`config.mk`:
```
export PLATFORM = sky130hd
export DESIGN_NAME = dns_wildcard_a_responder
export DESIGN_NICKNAME = d
export VERILOG_FILES = /design/src/rtl/dwr_pkg.sv /design/src/rtl/dwr_csr.sv /design/src/rtl/dwr_engine.sv /design/src/rtl/dns_wildcard_a_responder.sv
export SDC_FILE = /design/constraint.sdc
export NUM_CORES = 1
export LEC_CHECK = 0
export BUFFER_PORTS_ARGS = -buffer_cell sky130_fd_sc_hd__buf_4
export CORE_MARGIN = 10
export CORE_UTILIZATION = 52
export CTS_BUF_LIST = sky130_fd_sc_hd__clkbuf_8
export DETAILED_ROUTE_END_ITERATION = 8
export PLACE_DENSITY = 0.85
export SLEW_MARGIN = 5
export SYNTH_ARGS = -nofsm -noshare
export SYNTH_HDL_FRONTEND = slang
export SYNTH_SLANG_ARGS = --single-unit
export TNS_END_PERCENT = 20
```
`constraint.sdc`:
```
create_clock -name clock -period 6.24 [get_ports clock]
set_input_delay 0.624 -clock clock [delete_from_list [all_inputs] [get_ports clock]]
set_output_delay 0.624 -clock clock [all_outputs]
set_load 0.005 [all_outputs]
```
`src/rtl/dwr_pkg.sv`:
```
// ----------------------------------------------------------------------------
// dwr_pkg
// Shared types, constants and functions of the DNS wildcard A responder.
// ----------------------------------------------------------------------------
package dwr_pkg;

   localparam int unsigned CsrAddrWidth = 4;
   localparam int unsigned CsrDataWidth = 32;

   // register indexes (byte address / 4)
   localparam logic [1:0] REG_ANSWER_IPV4   = 2'd0;
   localparam logic [1:0] REG_ANSWER_TTL    = 2'd1;
   localparam logic [1:0] REG_MAX_QUERY_LEN = 2'd2;

   localparam logic [31:0] IPV4_RESET    = 32'hC0A8_0401;
   localparam logic [31:0] TTL_RESET     = 32'd60;
   localparam logic [7:0]  MAX_LEN_RESET = 8'd200;

   localparam logic [7:0] HEADER_LEN   = 8'd12;
   localparam logic [7:0] BUFFER_LIMIT = 8'd240;

   // header byte positions that get rewritten
   localparam logic [7:0] POS_FLAGS_HI = 8'd2;
   localparam logic [7:0] POS_FLAGS_LO = 8'd3;
   localparam logic [7:0] POS_AN_HI    = 8'd6;
   localparam logic [7:0] POS_AN_LO    = 8'd7;
   localparam logic [7:0] POS_NS_HI    = 8'd8;
   localparam logic [7:0] POS_AR_LO    = 8'd11;

   localparam logic [7:0] FLAGS_HI_RESP = 8'h81;   // QR, RD
   localparam logic [7:0] FLAGS_LO_RESP = 8'h80;   // RA, RCODE 0

   localparam logic [3:0] TAIL_LAST_IDX = 4'd15;

   typedef struct packed {
      logic [7:0] query_byte;
      logic       query_last;
   } req_type;

   typedef struct packed {
      logic [7:0] resp_byte;
      logic       resp_last;
      logic       frame_drop;
   } rsp_type;

   typedef struct packed {
      logic [31:0] answer_ipv4;
      logic [31:0] answer_ttl;
      logic [7:0]  max_query_len;
   } cfg_type;

   function automatic logic [7:0] rewrite_header(input logic [7:0] pos,
                                                 input logic [7:0] b);
      logic [7:0] r;
      r = b;
      if (pos == POS_FLAGS_HI)
         r = FLAGS_HI_RESP;
      else if (pos == POS_FLAGS_LO)
         r = FLAGS_LO_RESP;
      else if (pos == POS_AN_HI)
         r = 8'h00;
      else if (pos == POS_AN_LO)
         r = 8'h01;
      else if (pos >= POS_NS_HI && pos <= POS_AR_LO)
         r = 8'h00;
      return r;
   endfunction

   // answer record: ptr C00C, type A, class IN, TTL, rdlength 4, address
   function automatic logic [7:0] tail_byte(input logic [3:0]  idx,
                                            input logic [31:0] ttl,
                                            input logic [31:0] ipv4);
      logic [7:0] r;
      case (idx)
         4'd0:    r = 8'hC0;
         4'd1:    r = 8'h0C;
         4'd2:    r = 8'h00;
         4'd3:    r = 8'h01;
         4'd4:    r = 8'h00;
         4'd5:    r = 8'h01;
         4'd6:    r = ttl[31:24];
         4'd7:    r = ttl[23:16];
         4'd8:    r = ttl[15:8];
         4'd9:    r = ttl[7:0];
         4'd10:   r = 8'h00;
         4'd11:   r = 8'h04;
         4'd12:   r = ipv4[31:24];
         4'd13:   r = ipv4[23:16];
         4'd14:   r = ipv4[15:8];
         default: r = ipv4[7:0];
      endcase
      return r;
   endfunction

endpackage

```
`src/rtl/dwr_csr.sv`:
```
// ----------------------------------------------------------------------------
// dwr_csr
// APB register file: answer address, answer TTL and query length limit.
// ----------------------------------------------------------------------------
module dwr_csr
   import dwr_pkg::*;
(
   input  logic                    clock,
   input  logic                    reset,
   input  logic                    csr_psel,
   input  logic                    csr_penable,
   input  logic                    csr_pwrite,
   input  logic [CsrAddrWidth-1:0] csr_paddr,
   input  logic [CsrDataWidth-1:0] csr_pwdata,
   output logic [CsrDataWidth-1:0] csr_prdata,
   output logic                    csr_pready,
   output cfg_type                 cfg
);

   logic [31:0] ipv4_ff, ipv4_in;
   logic [31:0] ttl_ff, ttl_in;
   logic [7:0]  max_len_ff, max_len_in;
   logic        wr_en;
   logic [1:0]  reg_idx;

   assign csr_pready = 1'b1;
   assign wr_en      = csr_psel && csr_penable && csr_pwrite;
   assign reg_idx    = csr_paddr[3:2];

   always_comb begin
      ipv4_in    = ipv4_ff;
      ttl_in     = ttl_ff;
      max_len_in = max_len_ff;
      if (wr_en) begin
         unique case (reg_idx)
            REG_ANSWER_IPV4:   ipv4_in    = csr_pwdata;
            REG_ANSWER_TTL:    ttl_in     = csr_pwdata;
            REG_MAX_QUERY_LEN: max_len_in = csr_pwdata[7:0];
            default: ;
         endcase
      end
   end

   always_comb begin
      unique case (reg_idx)
         REG_ANSWER_IPV4:   csr_prdata = ipv4_ff;
         REG_ANSWER_TTL:    csr_prdata = ttl_ff;
         REG_MAX_QUERY_LEN: csr_prdata = {24'd0, max_len_ff};
         default:           csr_prdata = '0;
      endcase
   end

   always_ff @(posedge clock) begin
      if (reset) begin
         ipv4_ff    <= IPV4_RESET;
         ttl_ff     <= TTL_RESET;
         max_len_ff <= MAX_LEN_RESET;
      end else begin
         ipv4_ff    <= ipv4_in;
         ttl_ff     <= ttl_in;
         max_len_ff <= max_len_in;
      end
   end

   assign cfg.answer_ipv4   = ipv4_ff;
   assign cfg.answer_ttl    = ttl_ff;
   assign cfg.max_query_len = max_len_ff;

endmodule

```
`src/rtl/dwr_engine.sv`:
```
// ----------------------------------------------------------------------------
// dwr_engine
// Input register, header rewrite, length check, answer tail and result register.
// ----------------------------------------------------------------------------
module dwr_engine
   import dwr_pkg::*;
(
   input  logic    clock,
   input  logic    reset,
   input  cfg_type cfg,
   input  logic    req_valid,
   output logic    req_stall,
   input  req_type req_data,
   output logic    rsp_valid,
   input  logic    rsp_stall,
   output rsp_type rsp_data
);

   logic       in_valid_ff, in_valid_in;
   req_type    in_data_ff;
   logic [7:0] pos_ff, pos_in;
   logic       exceeded_ff, exceeded_in;
   logic       tail_active_ff, tail_active_in;
   logic [3:0] tail_idx_ff, tail_idx_in;
   logic       drop_ff, drop_in;
   logic       rsp_valid_ff, rsp_valid_in;
   rsp_type    rsp_data_ff, rsp_data_in;

   logic       out_free;
   logic       echo_go;
   logic       tail_go;
   logic       in_take;
   logic [8:0] count;
   logic [7:0] limit;
   logic       exceeded_now;
   logic       tail_last;

   assign out_free  = !rsp_valid_ff || !rsp_stall;
   assign echo_go   = in_valid_ff && !tail_active_ff && out_free;
   assign tail_go   = tail_active_ff && out_free;
   assign req_stall = in_valid_ff && !echo_go;
   assign in_take   = req_valid && !req_stall;
   assign tail_last = (tail_idx_ff == TAIL_LAST_IDX);

   // byte count including this one, checked against the capped limit
   assign count        = {1'b0, pos_ff} + 9'd1;
   assign limit        = (cfg.max_query_len > BUFFER_LIMIT) ? BUFFER_LIMIT
                                                            : cfg.max_query_len;
   assign exceeded_now = exceeded_ff || (count > {1'b0, limit});

   always_comb begin
      in_valid_in    = in_take || (in_valid_ff && !echo_go);
      pos_in         = pos_ff;
      exceeded_in    = exceeded_ff;
      tail_active_in = tail_active_ff;
      tail_idx_in    = tail_idx_ff;
      drop_in        = drop_ff;
      rsp_valid_in   = rsp_valid_ff && rsp_stall;
      rsp_data_in    = rsp_data_ff;

      if (echo_go) begin
         rsp_valid_in           = 1'b1;
         rsp_data_in.resp_byte  = rewrite_header(pos_ff, in_data_ff.query_byte);
         rsp_data_in.resp_last  = 1'b0;
         rsp_data_in.frame_drop = 1'b0;
         if (in_data_ff.query_last) begin
            pos_in         = '0;
            exceeded_in    = 1'b0;
            tail_active_in = 1'b1;
            tail_idx_in    = '0;
            drop_in        = exceeded_now || (count < {1'b0, HEADER_LEN});
         end else begin
            pos_in      = count[8] ? 8'hFF : count[7:0];
            exceeded_in = exceeded_now;
         end
      end else if (tail_go) begin
         rsp_valid_in           = 1'b1;
         rsp_data_in.resp_byte  = tail_byte(tail_idx_ff, cfg.answer_ttl, cfg.answer_ipv4);
         rsp_data_in.resp_last  = tail_last;
         rsp_data_in.frame_drop = tail_last && drop_ff;
         tail_idx_in            = tail_idx_ff + 4'd1;
         if (tail_last)
            tail_active_in = 1'b0;
      end
   end

   always_ff @(posedge clock) begin
      if (reset) begin
         in_valid_ff    <= 1'b0;
         pos_ff         <= '0;
         exceeded_ff    <= 1'b0;
         tail_active_ff <= 1'b0;
         tail_idx_ff    <= '0;
         drop_ff        <= 1'b0;
         rsp_valid_ff   <= 1'b0;
      end else begin
         in_valid_ff    <= in_valid_in;
         pos_ff         <= pos_in;
         exceeded_ff    <= exceeded_in;
         tail_active_ff <= tail_active_in;
         tail_idx_ff    <= tail_idx_in;
         drop_ff        <= drop_in;
         rsp_valid_ff   <= rsp_valid_in;
      end
   end

   always_ff @(posedge clock) begin
      if (in_take)
         in_data_ff <= req_data;
      rsp_data_ff <= rsp_data_in;
   end

   assign rsp_valid = rsp_valid_ff;
   assign rsp_data  = rsp_data_ff;

endmodule

```
`src/rtl/dns_wildcard_a_responder.sv`:
```
// ----------------------------------------------------------------------------
// dns_wildcard_a_responder
// Answers every DNS query with one A record for a configured IPv4 address.
// ----------------------------------------------------------------------------
// Query bytes stream in one per request, pass the input register and the
// result register and leave one per clock while rsp_stall is low, with the
// header flags, ANCOUNT, NSCOUNT and ARCOUNT rewritten. The byte marked last
// is followed by a 16-byte answer record from the answer_ipv4 and answer_ttl
// registers, sent by the single result register one byte per clock while
// rsp_stall is low; req_stall is high while a byte waits behind it. Frames shorter
// than 12 bytes or longer than max_query_len (capped at 240) still get the full
// response, with frame_drop set on the final byte. Registers are meant to be
// written only while no frame is in flight.
module dns_wildcard_a_responder
   import dwr_pkg::*;
(
   input  logic                    clock,
   input  logic                    reset,
   input  logic                    req_valid,
   output logic                    req_stall,
   input  req_type                 req_data,
   output logic                    rsp_valid,
   input  logic                    rsp_stall,
   output rsp_type                 rsp_data,
   input  logic                    csr_psel,
   input  logic                    csr_penable,
   input  logic                    csr_pwrite,
   input  logic [CsrAddrWidth-1:0] csr_paddr,
   input  logic [CsrDataWidth-1:0] csr_pwdata,
   output logic [CsrDataWidth-1:0] csr_prdata,
   output logic                    csr_pready
);

   cfg_type cfg;

   dwr_csr u_csr (
      .clock       (clock),
      .reset       (reset),
      .csr_psel    (csr_psel),
      .csr_penable (csr_penable),
      .csr_pwrite  (csr_pwrite),
      .csr_paddr   (csr_paddr),
      .csr_pwdata  (csr_pwdata),
      .csr_prdata  (csr_prdata),
      .csr_pready  (csr_pready),
      .cfg         (cfg)
   );

   dwr_engine u_engine (
      .clock     (clock),
      .reset     (reset),
      .cfg       (cfg),
      .req_valid (req_valid),
      .req_stall (req_stall),
      .req_data  (req_data),
      .rsp_valid (rsp_valid),
      .rsp_stall (rsp_stall),
      .rsp_data  (rsp_data)
   );

endmodule

```
-- After elaboration in Yosys (flattened, before gate mapping)
Index checks and enable logic that the tools add are counted.
- word-level logic and storage cells: 97
- register bits after elaboration: 108
- reductions and logical operators: 31
- add/subtract/negate cells: 2
- eq/ne operators: 22
- $lt $le $gt $ge: 5
- mux-type cells: 22
- operators with widths (operator ; number):
    $pmux W32 S3 ; 1
    $pmux W8 S12 ; 1
    $mux W8 ; 8
    $eq A4 B4 Y1 const B ; 8
    $mux W10 ; 2
    $eq A4 B3 Y1 const B ; 4
    $eq A8 B2 Y1 const B ; 2
    $eq A8 B3 Y1 const B ; 2
    $mux W4 ; 3
    $logic_and A1 B1 Y1 ; 10
    $reduce_and A2 Y1 ; 5
    $add A8 B1 Y9 const B ; 1
    $gt A9 B8 Y1 ; 1
    $lt A9 B4 Y1 const B ; 1
    $eq A4 B2 Y1 const B ; 2
    $ge A8 B4 Y1 const B ; 1
    $gt A8 B8 Y1 const B ; 1
    $le A8 B4 Y1 const B ; 1
    $mux W1 ; 7
    $logic_not A1 Y1 ; 5
    $add A4 B1 Y4 const B ; 1
    $eq A4 B1 Y1 const B ; 1
    $logic_not A4 Y1 ; 1
    $logic_or A1 B1 Y1 ; 4
    other kinds (8) ; 9

-- Logic depth before layout (Yosys ltp)
Gate-level depths: netlist (run 1).
- depth after elaboration: 8
- depth in mapped cells: 10
- gate-level depth less buffers: 10

-- By module
Synthesis (run 1) repeated with hierarchy kept, for this count alone.
- cell total of the unflattened synthesis: 679
- area total of the unflattened synthesis: 6140.9 um^2
- by module, submodules not included (module ; times used ; cells each ; area an instance (um^2)):
    dwr_csr ; 1 ; 371 ; 3544.6
    dwr_engine ; 1 ; 308 ; 2596.2

-- Least setup slack after synthesis (run 1)
Ideal clock, no wire load.
- path type: register -> register
- start: register u_engine.pos_ff[0]
- end: register u_engine.drop_ff
- cell stages (with the launch flop): 11
- library setup time: 0.139 ns
- arrival time: 2.263 ns
- path buffers: 1
- path slack: 3.838 ns
- required time: 6.101 ns
- period minus slack after synthesis: 2.402 ns
- cells stage by stage: dfxtp_1 ha_1 buf_2 nand3_1 xnor2_1 ha_1 nand4_1 nor2_1 a211o_1 a2111oi_2 a311oi_1
- word-level cells in the longest chain between the ends: 4
- elaborated cells on any way between the ends: 5
- those cells by class: 1 x add/sub; 2 x order compare; 2 x reduce/logical
- RTL lines (item ; RTL line ; source):
    from (decl) ; dwr_engine.sv:21 ; logic [7:0] pos_ff, pos_in;
    from (signal assigned) ; dwr_engine.sv:98 ; pos_ff <= pos_in;
    $add A8 B1 Y9 (*) ; dwr_engine.sv:46 ; assign count = {1'b0, pos_ff} + 9'd1;
    $gt A9 B8 Y1 ; dwr_engine.sv:49 ; assign exceeded_now = exceeded_ff || (count > {1'b0, limit});
    $logic_or A1 B1 Y1 ; dwr_engine.sv:49 ;
    $logic_or A1 B1 Y1 (*) ; dwr_engine.sv:71 ; drop_in = exceeded_now || (count < {1'b0, HEADER_LEN});
    to (signal assigned) ; dwr_engine.sv:102 ; drop_ff <= drop_in;
    to (decl) ; dwr_engine.sv:25 ; logic drop_ff, drop_in;
Every way passes the cells marked *; elsewhere a longest branch is shown, timed or not.
A chain may end at the register's enable or synchronous reset.

-- Worst setup path after layout (run 1)
Ends and elaborated chain as after synthesis.

==> results of run 1 <==
==> placed cells by master (no fill, tap or decap), drive strengths merged, types with 6 or more instances in the layout <==
cell	n
nand4	6
buf	95
edfxtp	17
ha	15
a221oi	8
nor3	10
nand3b	13
nand2	170
clkbuf	11
nor2b	7
a21oi	75
dfxtp	91
inv	17
nand3	17
nor2	58
mux2i	38
o21ai	27
==> power breakdown <==
group,switching [uW],total (uW),leakage [uW],internal (uW)
Clock,253,466,0.000112,213
Sequential,12.5,738,0.000902,726
Combinational,82.3,145,0.00153,62.4
Total,348,1350,0.00255,1000
==> kinds of logic (layout without fill, tap and decap cells) <==
logic type	count (synthesis)	count (layout)	synth area share (%)
flip-flops	108	108	41.0
AO/OA/AOI/OAI	161	161	18.5
AND/OR/NAND/NOR	293	293	22.8
XOR/XNOR	8	8	1.36
adder cells (fa/ha/maj)	15	15	3.30
multiplexers	40	40	7.08
other	1	1	0.0659
buffers and inverters	71	126	5.94
==> per-layer routing <==
metal / global-route usage, % / wire [um]
met1: 24.2 / 6490
met3: 4.04 / 1400
met4: 6.65 / 308
met2: 34.0 / 8070
met5: 0 / 0
==> metrics by stage <==
step / hold WS [ns] / worst slack (ns) / area, um2
4_1_cts: 0.400 / 3.31 / 6510
3_5_place_dp: 0.464 / 3.33 / 6290
2_1_floorplan: 0.443 / 3.84 / 5690
5_1_grt: 0.396 / 3.10 / 6520
3_3_place_gp: 0.454 / 3.33 / 6290
6_report: 0.408 / 3.27 / 6520
==> sequential cells by signal, indices dropped and copies added, names as in the netlist <==
signal,count
u_csr.ipv4_ff,32
u_csr.ttl_ff,32
u_engine.rsp_data,10
u_engine.in_data_ff,9
u_csr.max_len_ff,8
u_engine.pos_ff,8
u_engine.tail_idx_ff,4
u_engine.drop_ff,1
u_engine.exceeded_ff,1
u_engine.in_valid_ff,1
u_engine.rsp_valid,1
u_engine.tail_active_ff,1
==> Yosys cell counts, types with 2 or more instances <==
library cell / number / area [um2]
clkbuf_1: 21 / 78.8
a21o_1: 2 / 15.0
a21oi_1: 75 / 375
buf_2: 27 / 135
a22o_1: 3 / 26.3
ha_1: 15 / 188
a22oi_1: 4 / 30.0
a211oi_1: 5 / 37.5
buf_6: 3 / 33.8
a32o_1: 2 / 20.0
a221oi_1: 8 / 70.1
xnor2_1: 4 / 35.0
a311oi_1: 3 / 26.3
o21ai_1: 6 / 30.0
nand4_1: 5 / 31.3
a222oi_1: 4 / 40.0
nor2b_1: 7 / 43.8
edfxtp_1: 17 / 510
mux2_2: 2 / 22.5
nor3_1: 7 / 35.0
o21ai_0: 20 / 100
a211o_1: 4 / 35.0
dfxtp_1: 91 / 1820
xor2_1: 3 / 26.3
buf_4: 4 / 30.0
nand2_1: 169 / 634
and2_1: 4 / 25.0
inv_1: 15 / 56.3
a31oi_1: 3 / 18.8
o211ai_1: 4 / 30.0
mux2i_1: 38 / 380
o21a_1: 2 / 15.0
nand3_1: 16 / 80.1
nor2_1: 57 / 214
o22ai_1: 3 / 18.8
nor3_2: 3 / 30.0
nand3b_1: 13 / 97.6
==> cell type report <==
cell class | instances | share of cell area [%]
tap | 140 | 2.69
inverter | 15 | 0.864
multi-input combinational | 518 | 46.3
clock inverter | 5 | 1.04
timing repair buffer | 95 | 10.9
sequential | 108 | 35.8
clock buffer | 11 | 2.32
==> worst paths after layout <==
kind | start | to | slack [ns] | cells past startpoint
max | u_engine.pos_ff[0]$_SDFFE_PP0P_ | u_engine.drop_ff$_SDFFE_PP0P_ | 3.27 | 10
min | req_data[6] | u_engine.in_data_ff[6]$_DFFE_PP_ | 0.41 | 1
min reg2reg | u_csr.ttl_ff[26]$_SDFFE_PP0P_ | u_csr.ttl_ff[26]$_SDFFE_PP0P_ | 0.48 | 2
max reg2reg | u_engine.pos_ff[0]$_SDFFE_PP0P_ | u_engine.drop_ff$_SDFFE_PP0P_ | 3.27 | 10
==> implementation parameters, run 1 <==
Parameter                              Value

Run status
  Outcome    finished, final reports clean

Timing
  Setup repair after global routing missed its margin    false
  Post-layout min period    2.97 ns
  Final TNS setup    0 ns
  Final hold violation count    0
  Clk_skew    0.0214 ns
  Highest clock rate    337 MHz
  Tightest Pin Transition    1.21 ns
  Remaining max-slew budget at the tightest pin    19.5%
  Count of final max-slew check failures    0
  Portion of the clock cycle consumed by the worst path in the final layout    47.6%
  Endpoints failing setup    0

Clock network
  Post-CTS Setup Repair Bufs    0
  Number of H-tree levels    3
  CTS sink cnt    around 110
  PostCTS Resize Cnt    0
  Clock-pin slew reported for the worst setup and hold paths after clock tree synthesis    around 0.10 ns
  Number of buffers on the longest clock path    2
  Clock tree from TritonCTS    built
  Clk root buf    clkbuf_8
  Clock network latency to the later pin of the worst-skew pair    0.39 ns
  Post-cts hold buffer count    0
  Total CTS buffers    9

Layout
  Antenna Cells    0
  Non-filler instance count after layout    892
  Fill cell instance count of the final layout    917
  Share of final-layout standard cells stronger than drive strength 1    17.3%
  Core Util, Final    around three fifths
  Area overhead of the layout relative to synthesis    14.5%
  Combined flip-flop and latch cell area    0.00233 mm2
  Footprint of the multi-input gates    0.00302 mm2
  Layout Nets    ~810

Drt
  Per-cell via count in the routed design    ~5.9
  Wire per inst    18.2 um
  First-iteration detailed-routing DRC count    788
  Total via count in the routed design    5277
  DRC violation count after routing    0
  Total iterations of the first detailed-routing run    6
  Wire length after detailed routing    16300 um
  Post-route antenna net violation count    0

Power and ir drop
  Worst VDD drop    0.000167 V
  Leak    0.00255 uW
  Total Power    around 1300 uW
  Pwr dens    207 mW/mm2

Die
  Row cnt    38
  Die extent in y    125 um
  Core outline area    0.0108 mm2
  Starting density of the core    52.7%
  Area of the die    about 0.016 mm2
  Number of top-level pins    97
  Horizontal die dimension    125 um

Setup path
  Ordered list of cells on the worst path    ha_1, and4_1, nand2_1, xnor2_2, ha_1, a21o_1, a21oi_1, nor2_1, a2111oi_2, a311oi_1
  Slowest stage cell on the critical path    ha_1
  Setup Crit Path Kind    flop to flop
  Critical path data arrival time    3.21 ns
  Crit path largest cell delay    a little under 0.5 ns
  Buffers & Inverters on Critical Path    0
  Worst Path Required    around 6.5 ns
  Top delay family on crit path    compound AO/OA/AOI/OAI gates
  Crit path max fanout    12
  Kind of capture point of the worst setup path    flop
  Most frequent CP cell    ha_1
  Worst setup SP type    flop

Global routing
  Vias in the first global route    5153
  Overall Global Routing Usage    19.9%
  Number of antenna violations at the first check in global routing    0
  Final global-route overflow total    0
  First-pass GRT wire length    between 20000 and 30000 um
  Pin count of the biggest net entering global routing    91

Synthesis
  Mapped cell area    ~0.0057 mm2
  Count of unique library cells instantiated by Yosys    65
  Gate count after technology mapping    697
  Post-synth ARST share    0%
  Number of synthesized flops with an enable pin    17
  Most common flop cell mapped by yosys    dfxtp_1
  Post-synthesis net count    764
  Post-synthesis area per instance    8.16 um2
  Number of flip-flops and latches in the synthesized netlist    108
  Proportion of synthesized chip area in sequential cells    41.0%
  Ys Warns    0

Placed design
  Port-buffer cells    93
  # placed instances    a little under 900
  Placer Congestion    between 0.8 and 0.9
  Half-perimeter wire length after detailed placement    11400 um

Min path
  Kind of path behind the tightest hold check    primary input to flop

Flow run
  Max capacitance violation total    0
Power figures use the tool's default switching activity.
==> inputs of run 2 (changes only) <==
--- a/config.mk
+++ b/config.mk
@@ -5,6 +5,7 @@
 export SDC_FILE = /design/constraint.sdc
 export NUM_CORES = 1
 export LEC_CHECK = 0
+export ABC_AREA = 1
 export BUFFER_PORTS_ARGS = -buffer_cell sky130_fd_sc_hd__buf_4
 export CORE_MARGIN = 10
 export CORE_UTILIZATION = 52
==> constraint.sdc (replaced) <==
create_clock -name clock -period 3.05 [get_ports clock]
set_input_delay 0.305 -clock clock [delete_from_list [all_inputs] [get_ports clock]]
set_output_delay 0.305 -clock clock [all_outputs]
set_load 0.005 [all_outputs]
==> implementation parameters, run 2 <==
Parameter                              Value

Run status
  Outcome    finished, final reports clean

Timing
  Clk_skew    0.0130 ns (-0.00844 ns)
  Portion of the clock cycle consumed by the worst path in the final layout    77.7% (+30 points)
  Post-layout min period    2.37 ns (-0.599 ns)
  Highest clock rate    422 MHz (+25%)
  Final hold violation count    0 (unchanged)
  Remaining max-slew budget at the tightest pin    48.0% (+28 points)
  Setup repair after global routing missed its margin    false
  Minimum setup slack in the final design    0.679 ns (-2.59 ns)
  Final TNS setup    0 ns (unchanged)
  Tightest Pin Transition    0.779 ns (-0.429 ns)
  Endpoints failing setup    0 (unchanged)
  Count of final max-slew check failures    0 (unchanged)

Synthesis
  Post-synthesis area per instance    7.31 um2 (-10%)
  Count leader, synth    nand2_1
  Proportion of synthesized chip area in sequential cells    42.6% (+1.6 points)
  Count of unique library cells instantiated by Yosys    36 (-45%)
  Post-synth ARST share    0% (unchanged)
  Area contributors post-synth    dfxtp_1 33%, nand2_1 9.9%, edfxtp_1 9.3%
  Most area-hungry cell type in the Yosys netlist    dfxtp_1
  Number of flip-flops and latches in the synthesized netlist    108 (unchanged)
  Gate count after technology mapping    750 (+7.6%)
  Number of synthesized flops with an enable pin    17 (unchanged)
  Mapped cell area    0.00548 mm2 (-3.7%)
  Post-synthesis net count    817 (+6.9%)
  Most common flop cell mapped by yosys    dfxtp_1
  Top cells by count, synth    145 x nand2_1, 91 x dfxtp_1, 86 x inv_1
  Proportion of netlist area held by the largest area contributor    33.2% (+1.2 points)
  Ys Warns    0 (unchanged)

Setup path
  Setup Crit Path Kind    flop to flop
  Critical path data arrival time    2.65 ns (-0.56 ns)
  Worst setup SP type    flop
  Worst r2r src    u_engine.pos_ff[1]$_SDFFE_PP0P_
  Ordered list of cells on the worst path    ha_1, nand3_2, nor2_1, nand2_1, nand2_1, inv_1, ha_1, nand2_1, nand2_1, nand2_1, nand2_1, nor2_1, nand2_1, nand2_1, nand3_1, nor2_1, nor2_1
  Worst Path Required    3.33 ns (-3.15 ns)
  Reg2Reg Setup Slack    0.68 ns (-2.59 ns)
  Kind of capture point of the worst setup path    flop
  Crit path largest cell delay    0.43 ns (-0.06 ns)
  Most frequent CP cell    nand2_1
  Slowest stage cell on the critical path    dfxtp_1
  RR Endpoint    u_engine.drop_ff$_SDFFE_PP0P_
  Crit path max fanout    6 (-6)
  Worst Reg2Reg Path Length in Cells    17 (+7)

Drt
  Total iterations of the first detailed-routing run    6 (unchanged)
  Wire per inst    15.7 um (-14%)
  DRC violation count after routing    0 (unchanged)
  Wire length after detailed routing    15200 um (-6.6%)
  Post-route antenna net violation count    0 (unchanged)
  Total via count in the routed design    5276 (-0.019%)
  First-iteration detailed-routing DRC count    643 (-18%)
  Per-cell via count in the routed design    5.46 (-7.7%)

Min path
  Startpoint of the worst hold path    req_data[5]
  Min-Delay Endpoint    u_engine.in_data_ff[5]$_DFFE_PP_
  Cell depth of the worst hold path    1 (unchanged)
  Kind of path behind the tightest hold check    primary input to flop

Global routing
  Vias in the first global route    5062 (-1.8%)
  Pin count of the biggest net entering global routing    58 (-36%)
  Final global-route overflow total    0 (unchanged)
  Overall Global Routing Usage    20.0% (+0.16 points)
  First-pass GRT wire length    24500 um (-5.6%)
  Number of antenna violations at the first check in global routing    0 (unchanged)

Clock network
  Clock network latency to the later pin of the worst-skew pair    0.40 ns (about the same)
  Post-CTS Setup Repair Bufs    0 (unchanged)
  Clock-pin slew reported for the worst setup and hold paths after clock tree synthesis    0.11 ns (about the same)
  CTS sink cnt    108 (unchanged)
  Post-cts hold buffer count    0 (unchanged)
  PostCTS Resize Cnt    0 (unchanged)
  Clock tree from TritonCTS    built
  Total CTS buffers    9 (unchanged)
  Clk root buf    clkbuf_8
  Number of H-tree levels    3 (unchanged)
  Number of buffers on the longest clock path    2 (unchanged)

Power and ir drop
  Pwr dens    435 mW/mm2 (+110%)
  Worst VDD drop    0.000274 V (+64%)
  Leak    0.00281 uW (+10%)

Die
  Area of the die    0.0150 mm2 (-3.1%)
  Starting density of the core    53.3% (+0.62 points)
  Die extent in y    123 um (-1.5%)
  Row cnt    37 (-2.6%)
  Core outline area    0.0103 mm2 (-4.8%)
  Number of top-level pins    97 (unchanged)
  Horizontal die dimension    123 um (-1.5%)

Layout
  Share of final-layout standard cells stronger than drive strength 1    18.4% (+1.1 points)
  Most frequent cells in the layout    145 x nand2_1, 94 x buf_4, 91 x dfxtp_1
  Layout Nets    892 (+9.6%)
  Fill cell instance count of the final layout    900 (-1.9%)
  Area overhead of the layout relative to synthesis    17.5%
  Antenna Cells    0 (unchanged)
  Commonest non-fill, non-tap cell in the layout    nand2_1

Placed design
  Half-perimeter wire length after detailed placement    11000 um (-3.3%)
  Port-buffer cells    93 (unchanged)
  Post-place setup slack    0.802 ns (-2.52 ns)
  Placer Congestion    0.969 (+11%)

Flow run
  Max capacitance violation total    0 (unchanged)
==> run 2: cell count changes after synthesis, sizes merged, moves of 21 or more <==
cell,delta
o22ai,+27
nand3,+26
o21ai,+55
buf,-21
nand2,-21
inv,+91
mux2i,-38
nor2,+29
==> run 2: power breakdown <==
group	switching (uW)	internal, uW	leakage (uW)
registers	20.6	1500	0.000902
logic	190	131	0.00181
clock network	562	402	0.000106
==> run 2: logic make-up (layout without fill, tap and decap cells) <==
family,after synthesis,in the layout,share of synthesized area (%)
AO/OA/AOI/OAI,192,192,19.7
XOR/XNOR,2,2,0.320
adder cells (fa/ha/maj),15,15,3.42
buffers and inverters,138,218,10.1
flip-flops,108,108,42.6
other,1,1,0.0684
AND/OR/NAND/NOR,294,294,23.8
==> run 2: final cells by class <==
cell class | count | area, um2 | share of cell area [%]
repair buffers | 95 | 726 | 11.3
flip-flops and latches | 108 | 2330 | 36.2
well taps | 136 | 170 | 2.64
inverters | 107 | 402 | 6.24
clock buffers | 9 | 124 | 1.92
multi-input cells | 504 | 2590 | 40.3
clock inverters | 7 | 88.8 | 1.38
==> run 2: worst max-delay path by stage <==
stage	start	endpoint	slack [ns]	depth (start not counted)
2_1_floorplan	u_engine.pos_ff[1]$_SDFFE_PP0P_	u_engine.drop_ff$_SDFFE_PP0P_	1.03	17
3_3_place_gp	u_engine.pos_ff[0]$_SDFFE_PP0P_	u_engine.drop_ff$_SDFFE_PP0P_	0.87	17
3_5_place_dp	u_engine.pos_ff[1]$_SDFFE_PP0P_	u_engine.drop_ff$_SDFFE_PP0P_	0.80	17
4_1_cts	u_engine.pos_ff[1]$_SDFFE_PP0P_	u_engine.drop_ff$_SDFFE_PP0P_	0.71	17
5_1_grt	u_engine.pos_ff[1]$_SDFFE_PP0P_	u_engine.drop_ff$_SDFFE_PP0P_	0.46	17
6_report	u_engine.pos_ff[1]$_SDFFE_PP0P_	u_engine.drop_ff$_SDFFE_PP0P_	0.68	17
==> run 2: worst max-delay path: cells and delay by family, from the launching register on <==
family                   cells  cell delay (ns)
flip-flops                   1             0.43
adder cells (fa/ha/maj)      2             0.58
AND/OR/NAND/NOR             14             1.21
buffers and inverters        1             0.05
==> run 2: metal layers <==
metal,vias to the layer above,wire length [um],track usage (%),part of all wire [%]
met5,-,0,0,0
met4,0,459,8.91,3.0
met3,35,1130,3.67,7.4
met2,199,7210,32.3,47
met1,2409,6390,25.6,42
li1,2633,-,-,-
==> run 2: metrics by stage <==
step / hold slack (ns) / area [um2] / util [%] / power, uW / cells
detailed placement: 0.459 / 6220 / 60.6 / 1870 / 950
floorplan: 0.374 / 5480 / - / 1710 / 750
CTS: 0.0850 / 6440 / 62.6 / 2790 / 966
global route: 0.0816 / 6440 / 62.6 / 2890 / 966
finish: 0.0828 / 6440 / 62.6 / 2800 / 966
global placement: 0.437 / 6220 / 60.6 / 1860 / 950
==> inputs of run 3 (changes only) <==
--- a/config.mk
+++ b/config.mk
@@ -5,13 +5,13 @@
 export SDC_FILE = /design/constraint.sdc
 export NUM_CORES = 1
 export LEC_CHECK = 0
-export ABC_AREA = 1
+export ABC_AREA = 0
 export BUFFER_PORTS_ARGS = -buffer_cell sky130_fd_sc_hd__buf_4
 export CORE_MARGIN = 10
 export CORE_UTILIZATION = 52
 export CTS_BUF_LIST = sky130_fd_sc_hd__clkbuf_8
 export DETAILED_ROUTE_END_ITERATION = 8
-export PLACE_DENSITY = 0.85
+export PLACE_DENSITY = 0.88
 export SLEW_MARGIN = 5
 export SYNTH_ARGS = -nofsm -noshare
 export SYNTH_HDL_FRONTEND = slang
==> constraint.sdc (replaced) <==
create_clock -name clock -period 2.1 [get_ports clock]
set_input_delay 0.21 -clock clock [delete_from_list [all_inputs] [get_ports clock]]
set_output_delay 0.21 -clock clock [all_outputs]
set_load 0.005 [all_outputs]
==> implementation parameters, run 3 (synthesis results as in run 1) <==
Parameter                              Value

Timing
  Count of final max-slew check failures    0 (unchanged)
  Minimum setup slack in the final design    -0.0747 ns (-0.754 ns)
  Endpoints failing setup    2 (+2)
  Highest clock rate    460 MHz (+9.0%)
  Post-Route Hold Slack    -0.000952 ns (-0.0837 ns)
  Portion of the clock cycle consumed by the worst path in the final layout    104% (+26 points)
  Clk_skew    0.0174 ns (+0.00437 ns)
  Final TNS setup    -0.0988 ns (-0.0988 ns)
  Final hold violation count    1 (+1)
  Tightest Pin Transition    0.882 ns (+0.103 ns)
  Post-layout min period    2.17 ns (-0.196 ns)
  Remaining max-slew budget at the tightest pin    41.1% (-6.9 points)
  Setup repair after global routing missed its margin    true

Global routing
  Pin count of the biggest net entering global routing    47 (-19%)
  Number of antenna violations at the first check in global routing    0 (unchanged)
  Overall Global Routing Usage    20.7% (+0.66 points)
  First-pass GRT wire length    27000 um (+10%)
  Final global-route overflow total    0 (unchanged)
  Vias in the first global route    5343 (+5.6%)

Layout
  Final Instance Area    0.00710 mm2 (+10%)
  Non-filler instance count after layout    949 (-1.8%)
  Layout Nets    871 (-2.4%)
  Antenna Cells    0 (unchanged)
  Commonest non-fill, non-tap cell in the layout    nand2_1
  Share of final-layout standard cells stronger than drive strength 1    24.8% (+6.4 points)
  Area overhead of the layout relative to synthesis    24.9%
  Most frequent cells in the layout    168 x nand2_1, 140 x buf_4, 85 x dfxtp_1
  Fill cell instance count of the final layout    880 (-2.2%)

Setup path
  Critical path data arrival time    2.45 ns (-0.20 ns)
  Top delay family on crit path    compound AO/OA/AOI/OAI gates
  Reg2Reg Setup Slack    -0.07 ns (-0.75 ns)
  Buffers & Inverters on Critical Path    0 (-1)
  Kind of capture point of the worst setup path    flop
  Crit path max fanout    4 (-2)
  Setup Crit Path Kind    flop to flop
  Worst setup SP type    flop
  Worst Path Required    2.37 ns (-0.96 ns)
  Crit path largest cell delay    0.38 ns (-0.05 ns)
  Ordered list of cells on the worst path    ha_4, and4_4, nand2_4, xnor2_2, ha_1, a21o_1, a21oi_2, nor2_2, a2111oi_4, a311oi_1
  Slowest stage cell on the critical path    dfxtp_4

Drt
  Wire length after detailed routing    16700 um (+10%)
  First-iteration detailed-routing DRC count    853 (+33%)
  Total iterations of the first detailed-routing run    5 (-1)
  Post-route antenna net violation count    0 (unchanged)
  Per-cell via count in the routed design    5.79 (+6.1%)
  Total via count in the routed design    5499 (+4.2%)
  DRC violation count after routing    0 (unchanged)
  Wire per inst    17.6 um (+12%)

Die
  Row cnt    38 (+2.7%)
  Die extent in y    125 um (+1.6%)
  Horizontal die dimension    125 um (+1.6%)
  Starting density of the core    52.7% (-0.62 points)
  Number of top-level pins    97 (unchanged)
  Core outline area    0.0108 mm2 (+5.0%)
  Area of the die    0.0155 mm2 (+3.2%)

Placed design
  Port-buffer cells    93 (unchanged)
  # placed instances    921 (-3.1%)
  Half-perimeter wire length after detailed placement    11800 um (+7.9%)
  Post-place setup slack    -0.178 ns (-0.981 ns)
  Post-Place Cell Area    0.00670 mm2 (+7.7%)
  Placer Congestion    0.967 (-0.29%)

Clock network
  Number of buffers on the longest clock path    2 (unchanged)
  CTS sink cnt    108 (unchanged)
  Number of H-tree levels    3 (unchanged)
  Clock tree from TritonCTS    built
  Clock network latency to the later pin of the worst-skew pair    0.40 ns (about the same)
  Clk root buf    clkbuf_8
  Clock-pin slew reported for the worst setup and hold paths after clock tree synthesis    0.11 ns (about the same)
  Total CTS buffers    9 (unchanged)

Min path
  Kind of path behind the tightest hold check    primary input to flop

Power and ir drop
  Pwr dens    552 mW/mm2 (+27%)
  Worst VDD drop    0.000399 V (+46%)
  Leak    0.00287 uW (+2.0%)

Run status
  Failing checks    hold timing, setup timing
  Outcome    complete, but fails checks

Flow run
  Max capacitance violation total    0 (unchanged)
[run 3: area by class of cell]
cell class | count | area (um2) | area share, %
clock inverters | 7 | 60.1 | 0.846
well taps | 140 | 175 | 2.47
clock buffers | 9 | 124 | 1.74
repair buffers | 152 | 1190 | 16.8
inverters | 15 | 56.3 | 0.793
multi-input cells | 518 | 3150 | 44.3
flip-flops and latches | 108 | 2350 | 33.1
[run 3: routing by layer]
| metal | global-route usage [%] | wire length, um | up-vias |
|---|---|---|---|
| met5 | 0 | 0 | - |
| met1 | 26.0 | 7070 | 2569 |
| li1 | - | - | 2641 |
| met4 | 7.88 | 486 | 0 |
| met3 | 4.98 | 1310 | 44 |
| met2 | 33.5 | 7840 | 245 |
[run 3: final timing paths]
kind,cells past startpoint,start,end
setup reg to reg,10,u_engine.pos_ff[1]$_SDFFE_PP0P_,u_engine.drop_ff$_SDFFE_PP0P_
hold reg to reg,2,u_csr.ipv4_ff[12]$_SDFFE_PP0P_,u_csr.ipv4_ff[12]$_SDFFE_PP0P_
hold / removal,1,req_data[6],u_engine.in_data_ff[6]$_DFFE_PP_
setup / recovery,10,u_engine.pos_ff[1]$_SDFFE_PP0P_,u_engine.drop_ff$_SDFFE_PP0P_
[run 3: stage by stage]
step	utilization (%)	total power, uW
floorplan	-	2470
global placement	62.1	2680
detailed placement	62.1	2690
CTS	65.1	3910
global route	65.8	4040
finish	65.8	3920
[run 3: power breakdown]
group	internal [uW]	total, uW	switching (uW)
registers	2150	2190	37.3
logic	224	480	256
clock network	455	1250	791
[run 3: timing repair]
item                       in CTS  in global routing
hold buffers                    6                  2
setup buffers                   4                  0
setup endpoints to repair       3                  9
hold endpoints to repair        6                  2
pin swaps                       9                  8
resized for setup               8                 16
[run 3: worst reg2reg max path: cells and delay by family (launching register included)]
kind                       cells  cell delay (ns)
AOI/OAI and AO/OA              4             0.68
adders and majority gates      2             0.52
DFF                            1             0.38
and+or+nand+nor                3             0.35
xor gates and xnor gates       1             0.15
